File: src/rtl/pfe_pkg.sv
`timescale 1ns / 1ps

package pfe_pkg;

	localparam int SAMPLE_BITS_DEF = 11;
	localparam int MAX_SAMPLES_DEF = 1024;

	localparam int CFG_IDX_W  = 3;
	localparam int CFG_DATA_W = 12;
	localparam int THR_W      = 12;
	localparam int WIN_W      = 10;
	localparam int PER_W      = 4;
	localparam int INT_W      = 22;
	localparam int DIV_W      = WIN_W + 1;

	localparam logic signed [THR_W-1:0] THR_A_RST = '0;
	localparam logic signed [THR_W-1:0] THR_B_RST = '0;
	localparam logic [WIN_W-1:0] WIN_START_RST = 10'd100;
	localparam logic [WIN_W-1:0] WIN_END_RST   = 10'd200;
	localparam logic [PER_W-1:0] PERIOD_RST    = 4'd3;
	localparam logic [PER_W-1:0] PHASE_RST     = 4'd2;

	typedef enum logic [CFG_IDX_W-1:0] {
		CFG_THR_A     = 3'd0,
		CFG_THR_B     = 3'd1,
		CFG_WIN_START = 3'd2,
		CFG_WIN_END   = 3'd3,
		CFG_PERIOD    = 3'd4,
		CFG_PHASE     = 3'd5
	} cfg_idx_t;

	typedef enum logic {
		CMD_SAMPLE   = 1'b0,
		CMD_BOUNDARY = 1'b1
	} item_cmd_t;

	typedef enum logic [2:0] {
		ST_IDLE,
		ST_DIVIDE,
		ST_PEDESTAL,
		ST_MULTIPLY,
		ST_EMIT
	} pfe_state_t;

	typedef struct packed {
		logic acc;
		logic clr;
		logic div_load;
		logic div_step;
		logic ped_load;
		logic mul_load;
		logic finish;
	} pfe_cmd_t;

	typedef struct packed {
		logic div_last;
		logic out_busy;
	} pfe_status_t;

endpackage

File: src/rtl/pfe_if.sv
`timescale 1ns / 1ps

interface pfe_in_if import pfe_pkg::*; #(
	parameter int SAMPLE_BITS = SAMPLE_BITS_DEF
) ();
	logic                          valid;
	logic                          ready;
	logic                          cmd;
	logic signed [SAMPLE_BITS-1:0] sample_a;
	logic signed [SAMPLE_BITS-1:0] sample_b;

	modport source (output valid, cmd, sample_a, sample_b, input ready);
	modport sink   (input valid, cmd, sample_a, sample_b, output ready);
endinterface

interface pfe_out_if import pfe_pkg::*; #(
	parameter int SAMPLE_BITS = SAMPLE_BITS_DEF,
	parameter int MAX_SAMPLES = MAX_SAMPLES_DEF
) ();
	localparam int CNT_W = $clog2(MAX_SAMPLES + 1);

	logic                          valid;
	logic                          ready;
	logic signed [SAMPLE_BITS-1:0] pedestal_a;
	logic signed [SAMPLE_BITS-1:0] pedestal_b;
	logic signed [SAMPLE_BITS:0]   amplitude_a;
	logic signed [SAMPLE_BITS:0]   amplitude_b;
	logic signed [INT_W-1:0]       integral_a;
	logic signed [INT_W-1:0]       integral_b;
	logic signed [SAMPLE_BITS-1:0] peak_max_a;
	logic signed [SAMPLE_BITS-1:0] peak_max_b;
	logic signed [SAMPLE_BITS-1:0] peak_min_a;
	logic signed [SAMPLE_BITS-1:0] peak_min_b;
	logic [CNT_W-1:0]              sample_count;

	modport source (output valid, pedestal_a, pedestal_b, amplitude_a, amplitude_b,
		integral_a, integral_b, peak_max_a, peak_max_b, peak_min_a, peak_min_b,
		sample_count, input ready);
	modport sink (input valid, pedestal_a, pedestal_b, amplitude_a, amplitude_b,
		integral_a, integral_b, peak_max_a, peak_max_b, peak_min_a, peak_min_b,
		sample_count, output ready);
endinterface

File: src/rtl/pfe_ctrl.sv
`timescale 1ns / 1ps

module pfe_ctrl import pfe_pkg::*; (
	input  logic             clk,
	input  logic             arst_n,
	input  logic             item_valid,
	input  logic             item_cmd,
	input  logic [PER_W-1:0] period,
	input  logic [PER_W-1:0] phase,
	input  pfe_status_t      stat,
	output logic             item_ready,
	output pfe_cmd_t         ctrl
);

	pfe_state_t       state_q, state_nxt;
	logic             first_q;
	logic [PER_W-1:0] residue_q;
	logic             accept, is_bnd, selected;
	logic [PER_W:0]   residue_inc, period_eff;

	assign accept   = item_valid && (state_q == ST_IDLE);
	assign is_bnd   = (item_cmd == CMD_BOUNDARY);
	assign selected = !first_q && (residue_q == phase);

	// a zero period behaves as one
	assign residue_inc = {1'b0, residue_q} + 1'b1;
	assign period_eff  = (period == '0) ? (PER_W+1)'(1) : {1'b0, period};

	always_ff @(posedge clk or negedge arst_n) begin
		if (!arst_n) begin
			state_q   <= ST_IDLE;
			first_q   <= 1'b1;
			residue_q <= '0;
		end else begin
			state_q <= state_nxt;
			if (accept && is_bnd) begin
				first_q   <= 1'b0;
				residue_q <= (residue_inc >= period_eff) ? '0 : residue_inc[PER_W-1:0];
			end
		end
	end

	always_comb begin
		state_nxt = state_q;
		case (state_q)
			ST_IDLE:     if (accept && is_bnd && selected) state_nxt = ST_DIVIDE;
			ST_DIVIDE:   if (stat.div_last) state_nxt = ST_PEDESTAL;
			ST_PEDESTAL: state_nxt = ST_MULTIPLY;
			ST_MULTIPLY: state_nxt = ST_EMIT;
			ST_EMIT:     if (!stat.out_busy) state_nxt = ST_IDLE;
			default:     state_nxt = ST_IDLE;
		endcase
	end

	always_comb begin
		ctrl       = '0;
		item_ready = 1'b0;
		case (state_q)
			ST_IDLE: begin
				item_ready    = 1'b1;
				ctrl.acc      = accept && !is_bnd;
				ctrl.clr      = accept && is_bnd && !selected;
				ctrl.div_load = accept && is_bnd && selected;
			end
			ST_DIVIDE:   ctrl.div_step = 1'b1;
			ST_PEDESTAL: ctrl.ped_load = 1'b1;
			ST_MULTIPLY: ctrl.mul_load = 1'b1;
			ST_EMIT:     ctrl.finish   = !stat.out_busy;
			default:     ctrl = '0;
		endcase
	end

endmodule

File: src/rtl/pfe_datapath.sv
`timescale 1ns / 1ps

module pfe_datapath import pfe_pkg::*; #(
	parameter int SAMPLE_BITS = SAMPLE_BITS_DEF,
	parameter int MAX_SAMPLES = MAX_SAMPLES_DEF
) (
	input  logic                                 clk,
	input  logic                                 arst_n,
	input  pfe_cmd_t                             ctrl,
	output pfe_status_t                          stat,
	input  logic signed [SAMPLE_BITS-1:0]        sample_a,
	input  logic signed [SAMPLE_BITS-1:0]        sample_b,
	input  logic signed [THR_W-1:0]              thr_a,
	input  logic signed [THR_W-1:0]              thr_b,
	input  logic [WIN_W-1:0]                     win_start,
	input  logic [WIN_W-1:0]                     win_end,
	output logic                                 out_valid,
	input  logic                                 out_ready,
	output logic signed [SAMPLE_BITS-1:0]        pedestal_a,
	output logic signed [SAMPLE_BITS-1:0]        pedestal_b,
	output logic signed [SAMPLE_BITS:0]          amplitude_a,
	output logic signed [SAMPLE_BITS:0]          amplitude_b,
	output logic signed [INT_W-1:0]              integral_a,
	output logic signed [INT_W-1:0]              integral_b,
	output logic signed [SAMPLE_BITS-1:0]        peak_max_a,
	output logic signed [SAMPLE_BITS-1:0]        peak_max_b,
	output logic signed [SAMPLE_BITS-1:0]        peak_min_a,
	output logic signed [SAMPLE_BITS-1:0]        peak_min_b,
	output logic [$clog2(MAX_SAMPLES+1)-1:0]     sample_count
);

	localparam int SB     = SAMPLE_BITS;
	localparam int CNT_W  = $clog2(MAX_SAMPLES + 1);
	localparam int SUM_W  = SAMPLE_BITS + $clog2(MAX_SAMPLES);
	localparam int AMP_W  = SAMPLE_BITS + 1;
	localparam int PROD_W = SAMPLE_BITS + CNT_W + 1;
	localparam int DIFF_W = ((SUM_W > PROD_W) ? SUM_W : PROD_W) + 1;
	localparam int SAT_W  = (DIFF_W > INT_W) ? DIFF_W : INT_W;
	localparam int CMP_W  = (AMP_W > THR_W) ? AMP_W : THR_W;
	localparam int STEP_W = $clog2(SUM_W);
	localparam int WCMP_W = (CNT_W > WIN_W) ? CNT_W : WIN_W;

	localparam logic signed [SB-1:0] SMP_MAX = {1'b0, {(SB-1){1'b1}}};
	localparam logic signed [SB-1:0] SMP_MIN = {1'b1, {(SB-1){1'b0}}};
	localparam logic signed [SAT_W-1:0] SAT_HI =
		{{(SAT_W-INT_W+1){1'b0}}, {(INT_W-1){1'b1}}};
	localparam logic signed [SAT_W-1:0] SAT_LO =
		{{(SAT_W-INT_W+1){1'b1}}, {(INT_W-1){1'b0}}};

	logic signed [SB-1:0]     smp    [2];
	logic signed [SB-1:0]     min_q  [2];
	logic signed [SB-1:0]     max_q  [2];
	logic signed [SUM_W-1:0]  sum_q  [2];
	logic signed [SUM_W-1:0]  wsum_q [2];
	logic [CNT_W-1:0]         count_q;

	logic [SUM_W-1:0]         quo_q  [2];
	logic [DIV_W-1:0]         rem_q  [2];
	logic                     neg_q  [2];
	logic [DIV_W-1:0]         dvsr_q;
	logic                     wzero_q;
	logic [STEP_W-1:0]        step_q;

	logic signed [SB-1:0]     ped_s1  [2];
	logic signed [PROD_W-1:0] prod_s2 [2];
	logic signed [AMP_W-1:0]  amp_s2  [2];

	logic                     full, in_win, wzero, pass;
	logic [DIV_W-1:0]         wcount;
	logic [SUM_W-1:0]         mag   [2];
	logic [DIV_W:0]           rs    [2];
	logic [DIV_W:0]           rsub  [2];
	logic                     ge    [2];
	logic [SUM_W-1:0]         qn    [2];
	logic signed [SAT_W-1:0]  diff  [2];
	logic signed [INT_W-1:0]  integ [2];
	logic                     thr_ok[2];

	assign smp[0] = sample_a;
	assign smp[1] = sample_b;

	assign full   = (count_q == CNT_W'(MAX_SAMPLES));
	assign in_win = (WCMP_W'(count_q) >= WCMP_W'(win_start)) &&
	                (WCMP_W'(count_q) <= WCMP_W'(win_end));
	assign wzero  = (win_end < win_start);
	assign wcount = {1'b0, win_end} - {1'b0, win_start} + 1'b1;

	always_comb begin
		for (int c = 0; c < 2; c++) begin
			mag[c]  = wsum_q[c][SUM_W-1] ? (~wsum_q[c] + 1'b1) : wsum_q[c];
			rs[c]   = {rem_q[c], quo_q[c][SUM_W-1]};
			rsub[c] = rs[c] - {1'b0, dvsr_q};
			ge[c]   = (rs[c] >= {1'b0, dvsr_q});
			qn[c]   = neg_q[c] ? (~quo_q[c] + 1'b1) : quo_q[c];
			diff[c] = SAT_W'(sum_q[c]) - SAT_W'(prod_s2[c]);
			if (diff[c] > SAT_HI)
				integ[c] = SAT_HI[INT_W-1:0];
			else if (diff[c] < SAT_LO)
				integ[c] = SAT_LO[INT_W-1:0];
			else
				integ[c] = diff[c][INT_W-1:0];
		end
		thr_ok[0] = (CMP_W'(amp_s2[0]) > CMP_W'(thr_a));
		thr_ok[1] = (CMP_W'(amp_s2[1]) > CMP_W'(thr_b));
		pass      = thr_ok[0] && thr_ok[1];
	end

	assign stat.div_last = (step_q == '0);
	assign stat.out_busy = out_valid && !out_ready;

	// record accumulators
	always_ff @(posedge clk or negedge arst_n) begin
		if (!arst_n) begin
			count_q <= '0;
			for (int c = 0; c < 2; c++) begin
				min_q[c]  <= SMP_MAX;
				max_q[c]  <= SMP_MIN;
				sum_q[c]  <= '0;
				wsum_q[c] <= '0;
			end
		end else if (ctrl.clr || ctrl.finish) begin
			count_q <= '0;
			for (int c = 0; c < 2; c++) begin
				min_q[c]  <= SMP_MAX;
				max_q[c]  <= SMP_MIN;
				sum_q[c]  <= '0;
				wsum_q[c] <= '0;
			end
		end else if (ctrl.acc && !full) begin
			count_q <= count_q + 1'b1;
			for (int c = 0; c < 2; c++) begin
				if (smp[c] < min_q[c]) min_q[c] <= smp[c];
				if (smp[c] > max_q[c]) max_q[c] <= smp[c];
				sum_q[c] <= sum_q[c] + SUM_W'(smp[c]);
				if (in_win) wsum_q[c] <= wsum_q[c] + SUM_W'(smp[c]);
			end
		end
	end

	// restoring divider, one quotient bit per lane per cycle
	always_ff @(posedge clk or negedge arst_n) begin
		if (!arst_n) begin
			step_q <= '0;
		end else if (ctrl.div_load) begin
			step_q <= STEP_W'(SUM_W - 1);
		end else if (ctrl.div_step) begin
			step_q <= step_q - 1'b1;
		end
	end

	always_ff @(posedge clk) begin
		if (ctrl.div_load) begin
			dvsr_q  <= wcount;
			wzero_q <= wzero;
			for (int c = 0; c < 2; c++) begin
				quo_q[c] <= mag[c];
				rem_q[c] <= '0;
				neg_q[c] <= wsum_q[c][SUM_W-1];
			end
		end else if (ctrl.div_step) begin
			for (int c = 0; c < 2; c++) begin
				quo_q[c] <= {quo_q[c][SUM_W-2:0], ge[c]};
				rem_q[c] <= ge[c] ? rsub[c][DIV_W-1:0] : rs[c][DIV_W-1:0];
			end
		end
	end

	always_ff @(posedge clk) begin
		for (int c = 0; c < 2; c++) begin
			if (ctrl.ped_load)
				ped_s1[c] <= wzero_q ? '0 : qn[c][SB-1:0];
			if (ctrl.mul_load) begin
				prod_s2[c] <= PROD_W'(ped_s1[c]) * PROD_W'($signed({1'b0, count_q}));
				amp_s2[c]  <= AMP_W'(max_q[c]) - AMP_W'(ped_s1[c]);
			end
		end
	end

	// result register
	always_ff @(posedge clk or negedge arst_n) begin
		if (!arst_n)
			out_valid <= 1'b0;
		else if (ctrl.finish && pass)
			out_valid <= 1'b1;
		else if (out_ready)
			out_valid <= 1'b0;
	end

	always_ff @(posedge clk) begin
		if (ctrl.finish && pass) begin
			pedestal_a   <= ped_s1[0];
			pedestal_b   <= ped_s1[1];
			amplitude_a  <= amp_s2[0];
			amplitude_b  <= amp_s2[1];
			integral_a   <= integ[0];
			integral_b   <= integ[1];
			peak_max_a   <= max_q[0];
			peak_max_b   <= max_q[1];
			peak_min_a   <= min_q[0];
			peak_min_b   <= min_q[1];
			sample_count <= count_q;
		end
	end

endmodule

File: src/rtl/pulse_feature_extractor_core.sv
`timescale 1ns / 1ps

// Two-channel pulse feature extractor. Sample requests (cmd 0) are taken one
// per clock while the block is idle and update per-channel min, max, total
// sum and the sum over the inclusive pedestal window of sample indices;
// samples past MAX_SAMPLES in a record are dropped. A boundary request (cmd 1)
// closes the record. An unselected boundary clears the record. A selected one
// (record counter nonzero and counter mod record_period == record_phase)
// occupies the block, with input ready low from the accept until the block
// is idle again: the accept cycle loads the bit-serial pedestal divider,
// which then retires one quotient bit per cycle, followed by the pedestal,
// multiply and emit states; the emit state waits while a previous result is
// still unclaimed. A result is issued only when both amplitudes exceed their
// thresholds, and sits in an output register so new samples flow while it
// waits. Write configuration only while the block is idle. There is no memory
// and no clearing pass.

module pulse_feature_extractor_core import pfe_pkg::*; #(
	parameter int SAMPLE_BITS = SAMPLE_BITS_DEF,
	parameter int MAX_SAMPLES = MAX_SAMPLES_DEF
) (
	input  logic                  clk,
	input  logic                  arst_n,
	input  logic                  cfg_we,
	input  logic [CFG_IDX_W-1:0]  cfg_index,
	input  logic [CFG_DATA_W-1:0] cfg_wdata,
	pfe_in_if.sink                item,
	pfe_out_if.source             result
);

	// configuration registers
	logic signed [THR_W-1:0] thr_a_q, thr_b_q;
	logic [WIN_W-1:0]        win_start_q, win_end_q;
	logic [PER_W-1:0]        period_q, phase_q;

	pfe_cmd_t    ctrl;
	pfe_status_t stat;

	// unknown indexes drop the write
	always_ff @(posedge clk or negedge arst_n) begin
		if (!arst_n) begin
			thr_a_q     <= THR_A_RST;
			thr_b_q     <= THR_B_RST;
			win_start_q <= WIN_START_RST;
			win_end_q   <= WIN_END_RST;
			period_q    <= PERIOD_RST;
			phase_q     <= PHASE_RST;
		end else if (cfg_we) begin
			case (cfg_idx_t'(cfg_index))
				CFG_THR_A:     thr_a_q     <= cfg_wdata[THR_W-1:0];
				CFG_THR_B:     thr_b_q     <= cfg_wdata[THR_W-1:0];
				CFG_WIN_START: win_start_q <= cfg_wdata[WIN_W-1:0];
				CFG_WIN_END:   win_end_q   <= cfg_wdata[WIN_W-1:0];
				CFG_PERIOD:    period_q    <= cfg_wdata[PER_W-1:0];
				CFG_PHASE:     phase_q     <= cfg_wdata[PER_W-1:0];
				default:       ;
			endcase
		end
	end

	// sequencer: accepts requests, tracks the record counter, steps the datapath
	pfe_ctrl u_ctrl (
		.clk        (clk),
		.arst_n     (arst_n),
		.item_valid (item.valid),
		.item_cmd   (item.cmd),
		.period     (period_q),
		.phase      (phase_q),
		.stat       (stat),
		.item_ready (item.ready),
		.ctrl       (ctrl)
	);

	// accumulators, divider, multiplier and the result register
	pfe_datapath #(
		.SAMPLE_BITS (SAMPLE_BITS),
		.MAX_SAMPLES (MAX_SAMPLES)
	) u_datapath (
		.clk          (clk),
		.arst_n       (arst_n),
		.ctrl         (ctrl),
		.stat         (stat),
		.sample_a     (item.sample_a),
		.sample_b     (item.sample_b),
		.thr_a        (thr_a_q),
		.thr_b        (thr_b_q),
		.win_start    (win_start_q),
		.win_end      (win_end_q),
		.out_valid    (result.valid),
		.out_ready    (result.ready),
		.pedestal_a   (result.pedestal_a),
		.pedestal_b   (result.pedestal_b),
		.amplitude_a  (result.amplitude_a),
		.amplitude_b  (result.amplitude_b),
		.integral_a   (result.integral_a),
		.integral_b   (result.integral_b),
		.peak_max_a   (result.peak_max_a),
		.peak_max_b   (result.peak_max_b),
		.peak_min_a   (result.peak_min_a),
		.peak_min_b   (result.peak_min_b),
		.sample_count (result.sample_count)
	);

endmodule

File: src/flat_wrapper.sv
// flat-port wrapper written by rule: the top's interface ports become plain ports
module pulse_feature_extractor_core_flat import pfe_pkg::*;
#(
	parameter int SAMPLE_BITS = SAMPLE_BITS_DEF,
	parameter int MAX_SAMPLES = MAX_SAMPLES_DEF
)
  (clk, arst_n, cfg_we, cfg_index, cfg_wdata, item_valid, item_cmd, item_sample_a, item_sample_b, item_ready, result_valid, result_pedestal_a, result_pedestal_b, result_amplitude_a, result_amplitude_b, result_integral_a, result_integral_b, result_peak_max_a, result_peak_max_b, result_peak_min_a, result_peak_min_b, result_sample_count, result_ready);
  pfe_in_if #(.SAMPLE_BITS(SAMPLE_BITS)) item_i ();
  pfe_out_if #(.SAMPLE_BITS(SAMPLE_BITS), .MAX_SAMPLES(MAX_SAMPLES)) result_i ();
  input  logic clk;
  input  logic arst_n;
  input  logic cfg_we;
  input  logic [CFG_IDX_W-1:0] cfg_index;
  input  logic [CFG_DATA_W-1:0] cfg_wdata;
  input wire logic [$bits(item_i.valid)-1:0] item_valid;
  input wire logic [$bits(item_i.cmd)-1:0] item_cmd;
  input wire logic [$bits(item_i.sample_a)-1:0] item_sample_a;
  input wire logic [$bits(item_i.sample_b)-1:0] item_sample_b;
  output wire logic [$bits(item_i.ready)-1:0] item_ready;
  output wire logic [$bits(result_i.valid)-1:0] result_valid;
  output wire logic [$bits(result_i.pedestal_a)-1:0] result_pedestal_a;
  output wire logic [$bits(result_i.pedestal_b)-1:0] result_pedestal_b;
  output wire logic [$bits(result_i.amplitude_a)-1:0] result_amplitude_a;
  output wire logic [$bits(result_i.amplitude_b)-1:0] result_amplitude_b;
  output wire logic [$bits(result_i.integral_a)-1:0] result_integral_a;
  output wire logic [$bits(result_i.integral_b)-1:0] result_integral_b;
  output wire logic [$bits(result_i.peak_max_a)-1:0] result_peak_max_a;
  output wire logic [$bits(result_i.peak_max_b)-1:0] result_peak_max_b;
  output wire logic [$bits(result_i.peak_min_a)-1:0] result_peak_min_a;
  output wire logic [$bits(result_i.peak_min_b)-1:0] result_peak_min_b;
  output wire logic [$bits(result_i.sample_count)-1:0] result_sample_count;
  input wire logic [$bits(result_i.ready)-1:0] result_ready;
  assign item_i.valid = item_valid;
  assign item_i.cmd = item_cmd;
  assign item_i.sample_a = item_sample_a;
  assign item_i.sample_b = item_sample_b;
  assign item_ready = item_i.ready;
  assign result_valid = result_i.valid;
  assign result_pedestal_a = result_i.pedestal_a;
  assign result_pedestal_b = result_i.pedestal_b;
  assign result_amplitude_a = result_i.amplitude_a;
  assign result_amplitude_b = result_i.amplitude_b;
  assign result_integral_a = result_i.integral_a;
  assign result_integral_b = result_i.integral_b;
  assign result_peak_max_a = result_i.peak_max_a;
  assign result_peak_max_b = result_i.peak_max_b;
  assign result_peak_min_a = result_i.peak_min_a;
  assign result_peak_min_b = result_i.peak_min_b;
  assign result_sample_count = result_i.sample_count;
  assign result_i.ready = result_ready;
  pulse_feature_extractor_core #(.SAMPLE_BITS(SAMPLE_BITS), .MAX_SAMPLES(MAX_SAMPLES)) u_core (.clk(clk), .arst_n(arst_n), .cfg_we(cfg_we), .cfg_index(cfg_index), .cfg_wdata(cfg_wdata), .item(item_i), .result(result_i));
endmodule
File: config.mk
export PLATFORM = sky130hd
export DESIGN_NAME = pulse_feature_extractor_core_flat
export DESIGN_NICKNAME = d
export VERILOG_FILES = /design/src/rtl/pfe_pkg.sv /design/src/rtl/pfe_if.sv /design/src/rtl/pfe_ctrl.sv /design/src/rtl/pfe_datapath.sv /design/src/rtl/pulse_feature_extractor_core.sv /design/src/flat_wrapper.sv
export SDC_FILE = /design/constraint.sdc
export NUM_CORES = 2
export LEC_CHECK = 0
export BUFFER_PORTS_ARGS = -buffer_cell sky130_fd_sc_hd__clkbuf_2
export CAP_MARGIN = 5
export CORE_ASPECT_RATIO = 1.25
export CORE_MARGIN = 8
export CORE_UTILIZATION = 23
export CTS_CLUSTER_DIAMETER = 50
export DETAILED_ROUTE_END_ITERATION = 8
export GPL_ROUTABILITY_DRIVEN = 0
export PLACE_DENSITY_LB_ADDON = 0.08
export SLEW_MARGIN = 30
export SYNTH_ARGS = -nofsm -noshare
export SYNTH_HDL_FRONTEND = slang
export SYNTH_SLANG_ARGS = --single-unit
File: constraint.sdc
create_clock -name clk -period 36.3 [get_ports clk]
set_input_delay 1.815 -clock clk [delete_from_list [all_inputs] [get_ports clk]]
set_output_delay 1.815 -clock clk [all_outputs]
set_load 0.02 [all_outputs]
==> results by group <==
STA
  – Slew of the pin with the lowest slew margin: 0.987 ns
  – Tcrit/Tclk final: 18.5%
  – Unrepaired setup endpoints after global routing: no
  – Min Tclk post-route: 6.71 ns
  – Skew final: 0.0795 ns
  – TNS Setup: 0 ns
  – Fin. max-slew vios: 0
  – Hold Vio Cnt, Final: 0
  – Highest Clock Rate: 149 MHz
  – Worst slew margin: 33.8%
  – # setup viols final: 0

Pwr
  – Peak supply drop: 0.0345 mV
  – Total power: 2.74 mW
  – Cell Pwr Density: 60.7 nW/µm²
  – Leak Pwr: 20.0 nW

Clock tree
  – Post-CTS resize count: 0
  – Postcts setup bufs: 0
  – Clk_lat worst skew: 0.75 ns
  – Clock sink count: 520
  – Cts-stage hold buffer count: 0
  – Worst-path clk slew: 0.06 ns
  – CTS Buffer Depth: 3
  – CTS Buf Count: 95
  – CTS tree: yes
  – H-tree depth: 3
  – Clock Tree Root: clkbuf_16

Synth
  – Most frequent cells after synthesis: inv_1 (479), ha_1 (432), nand2_1 (336)
  – Syn_nets: 4484
  – FF+latch count, synth: 520
  – Synth warn: 0
  – Register area share after synthesis: 38.2%
  – Mapped Area: 38300 µm²
  – Post-Syn Instances: 3832
  – Top area cells in the synthesized netlist: edfxtp_1 (25%), ha_1 (14%), dfrtp_1 (11%)
  – Synth area leader: edfxtp_1
  – Ys async rst share: 39.4%
  – Synth Flop Type: edfxtp_1
  – Post-synthesis cell type count: 76
  – Most frequent cell after synthesis: inv_1
  – Syn Area/Cell: 9.99 µm²
  – Post-synth EDFFs: 315
  – Post-synth top area share: 24.7%

Worst setup path
  – Worst path cell trace: clkinv_1, nand2_1, fa_1, fa_1, inv_1, fa_1, fa_1, inv_1, fa_1, inv_1, ha_1, or3_1, a221o_1, a31oi_1, o21ai_0, nand2_1, o2111ai_1, a21oi_1, xnor2_1
  – Number of stages on the worst setup path: 19
  – Worst Path Max Fanout: 19
  – Reg-to-reg startpoint: u_core.u_datapath.count_q[0]
  – Critical path arrival: 7.12 ns
  – CP bufs+invs: 4
  – Path depth of the worst reg2reg path: 19
  – CP Launch Type: flop
  – Worst setup path start: u_core.u_datapath.count_q[0]
  – CP most frequent cell: fa_1
  – RR Endpoint: u_core.u_datapath.prod_s2[0][22]
  – Worst setup EP type: flop
  – WS Path Type: reg2reg
  – Worst path max stage delay: 0.81 ns
  – Reg2reg setup slack: 29.59 ns
  – Crit-path leading delay family: adder cells
  – Critical Path RT: 36.71 ns
  – Worst setup path endpoint: u_core.u_datapath.prod_s2[0][22]
  – Slowest stage cell, crit path: clkinv_1

Floorplan
  – Initial Utilization: 23.1%
  – Num rows: 167
  – Die area: 180000 µm²
  – Core area: 165000 µm²
  – Die width: 381 µm
  – I/O pin total: 190
  – Die H: 472 µm

Finish
  – Layout cells sized above 1: 12.0%
  – Non-Filler Instances: 6318
  – Sequential cell area: 14600 µm²
  – Area delta synth->final: 18.1%
  – Filler Cells Inserted: 17700
  – Final instance area: 45200 µm²
  – Multi-input logic area: 21400 µm²
  – Nets: 4688

Route
  – Mean routed wirelength per cell: 20.4 µm
  – Vias per inst: 4.45
  – Via count: 28100
  – DRT antenna net count: 0
  – Drt total wl: 129000 µm
  – # DRC: 0
  – Detailed Routing Iterations Pass 1: 7
  – Drt initial violations: 1342

Place
  – Placed Cells: 6134
  – Post-DP Area: 41900 µm²
  – Dpl hpwl: 95500 µm
  – Number of port buffers: 189

Worst hold path
  – Worst hold path type: reg2reg

Global routing
  – First-pass GRT wire length: 195000 µm
  – Largest net degree at the start of global routing: 79
  – Tot GR Track Use: 14.3%
  – Initial antenna violation count: 7
  – Number of global-route vias before repair: 30300
  – Grt total ovfl: 0

Run
  – Max-Cap Viols: 0

Status
  – Status: finished, final reports clean
==> metrics by stage <==
| stage | setup WS (ns) | util, % | hold WS (ns) |
|---|---|---|---|
| after floorplan | 23.39 | - | 0.424 |
| after global routing | 29.07 | 27.3 | 0.466 |
| after detailed placement | 29.61 | 25.3 | 0.438 |
| after global placement | 29.70 | 25.3 | 0.440 |
| after CTS | 29.52 | 27.3 | 0.453 |
| final | 29.59 | 27.3 | 0.454 |
==> where the power goes <==
part / switching [mW] / internal [mW]
clock: 0.353 / 0.553
combinational: 0.574 / 0.391
sequential: 0.0884 / 0.782
==> state kept, by name, summed over array words and instances, names as in the netlist, 12 cells and up <==
signal / flops
u_core.thr_b_q: 12
u_core.u_datapath.amplitude_b: 12
u_core.u_datapath.integral_a: 22
u_core.u_datapath.max_q: 22
u_core.u_datapath.amp_s2: 24
u_core.u_datapath.prod_s2: 46
u_core.thr_a_q: 12
u_core.u_datapath.integral_b: 22
u_core.u_datapath.rem_q: 22
u_core.u_datapath.sum_q: 42
u_core.u_datapath.min_q: 22
u_core.u_datapath.quo_q: 42
u_core.u_datapath.ped_s1: 22
u_core.u_datapath.amplitude_a: 12
u_core.u_datapath.wsum_q: 42
==> worst min-delay path by stage <==
stage	from	slack (ns)	cells past startpoint	endpoint
3_5_place_dp	u_core.u_datapath.min_q[10]	0.44	0	u_core.u_datapath.peak_min_b[10]
5_1_grt	u_core.u_datapath.min_q[10]	0.47	0	u_core.u_datapath.peak_min_b[10]
2_1_floorplan	u_core.u_datapath.ped_s1[0][2]	0.42	0	u_core.u_datapath.pedestal_a[2]
3_3_place_gp	u_core.u_datapath.min_q[10]	0.44	0	u_core.u_datapath.peak_min_b[10]
4_1_cts	u_core.u_datapath.min_q[10]	0.45	0	u_core.u_datapath.peak_min_b[10]
6_report	u_core.u_datapath.min_q[10]	0.45	0	u_core.u_datapath.peak_min_b[10]
==> metal layers <==
| layer | up-vias | global-route usage [%] | wire length (µm) |
|---|---|---|---|
| li1 | 13700 | - | - |
| met1 | 13900 | 18.1 | 57900 |
| met2 | 419 | 25.0 | 63600 |
| met3 | 138 | 2.25 | 4330 |
| met4 | 0 | 3.98 | 2890 |
| met5 | - | 0 | 0 |
==> kinds of logic (layout without fill, tap and decap cells) <==
group | after synthesis | count (layout) | share of synthesized area [%]
other cells | 0 | 2 | 0
fa+ha+maj | 609 | 609 | 23.4
flops | 520 | 520 | 38.2
buf+inv | 612 | 899 | 6.06
xor+xnor | 241 | 241 | 5.51
simple gates | 1010 | 1010 | 12.7
compound gates | 806 | 806 | 13.2
mux | 34 | 34 | 0.948
==> layout make-up <==
type,instances,area share (%)
multi-input combinational,2700,47.4
sequential,520,32.4
tap,2197,6.08
clock buffer,122,5.87
inverter,482,4.00
timing repair buffer,237,2.96
clock inverter,58,1.33
antenna,2,0.0111
==> cell usage in the layout, fill, tap and decap left out, types with 32 or more instances in the layout <==
cell type    n
dfstp_2     32
a21oi_1    142
a21o_1      73
dfrtp_1    171
buf_4       46
fa_1       177
xnor2_1    107
nor2b_1     50
clkbuf_16   99
edfxtp_1   315
o31ai_1     50
and2_1     104
nor3_1      39
o21ai_0    307
nand2_1    335
nand3_1     94
xor2_1     134
clkbuf_2   188
nor2_1     213
ha_1       432
inv_1      479
nand2b_1    45
(Power assumes the default switching activity.)
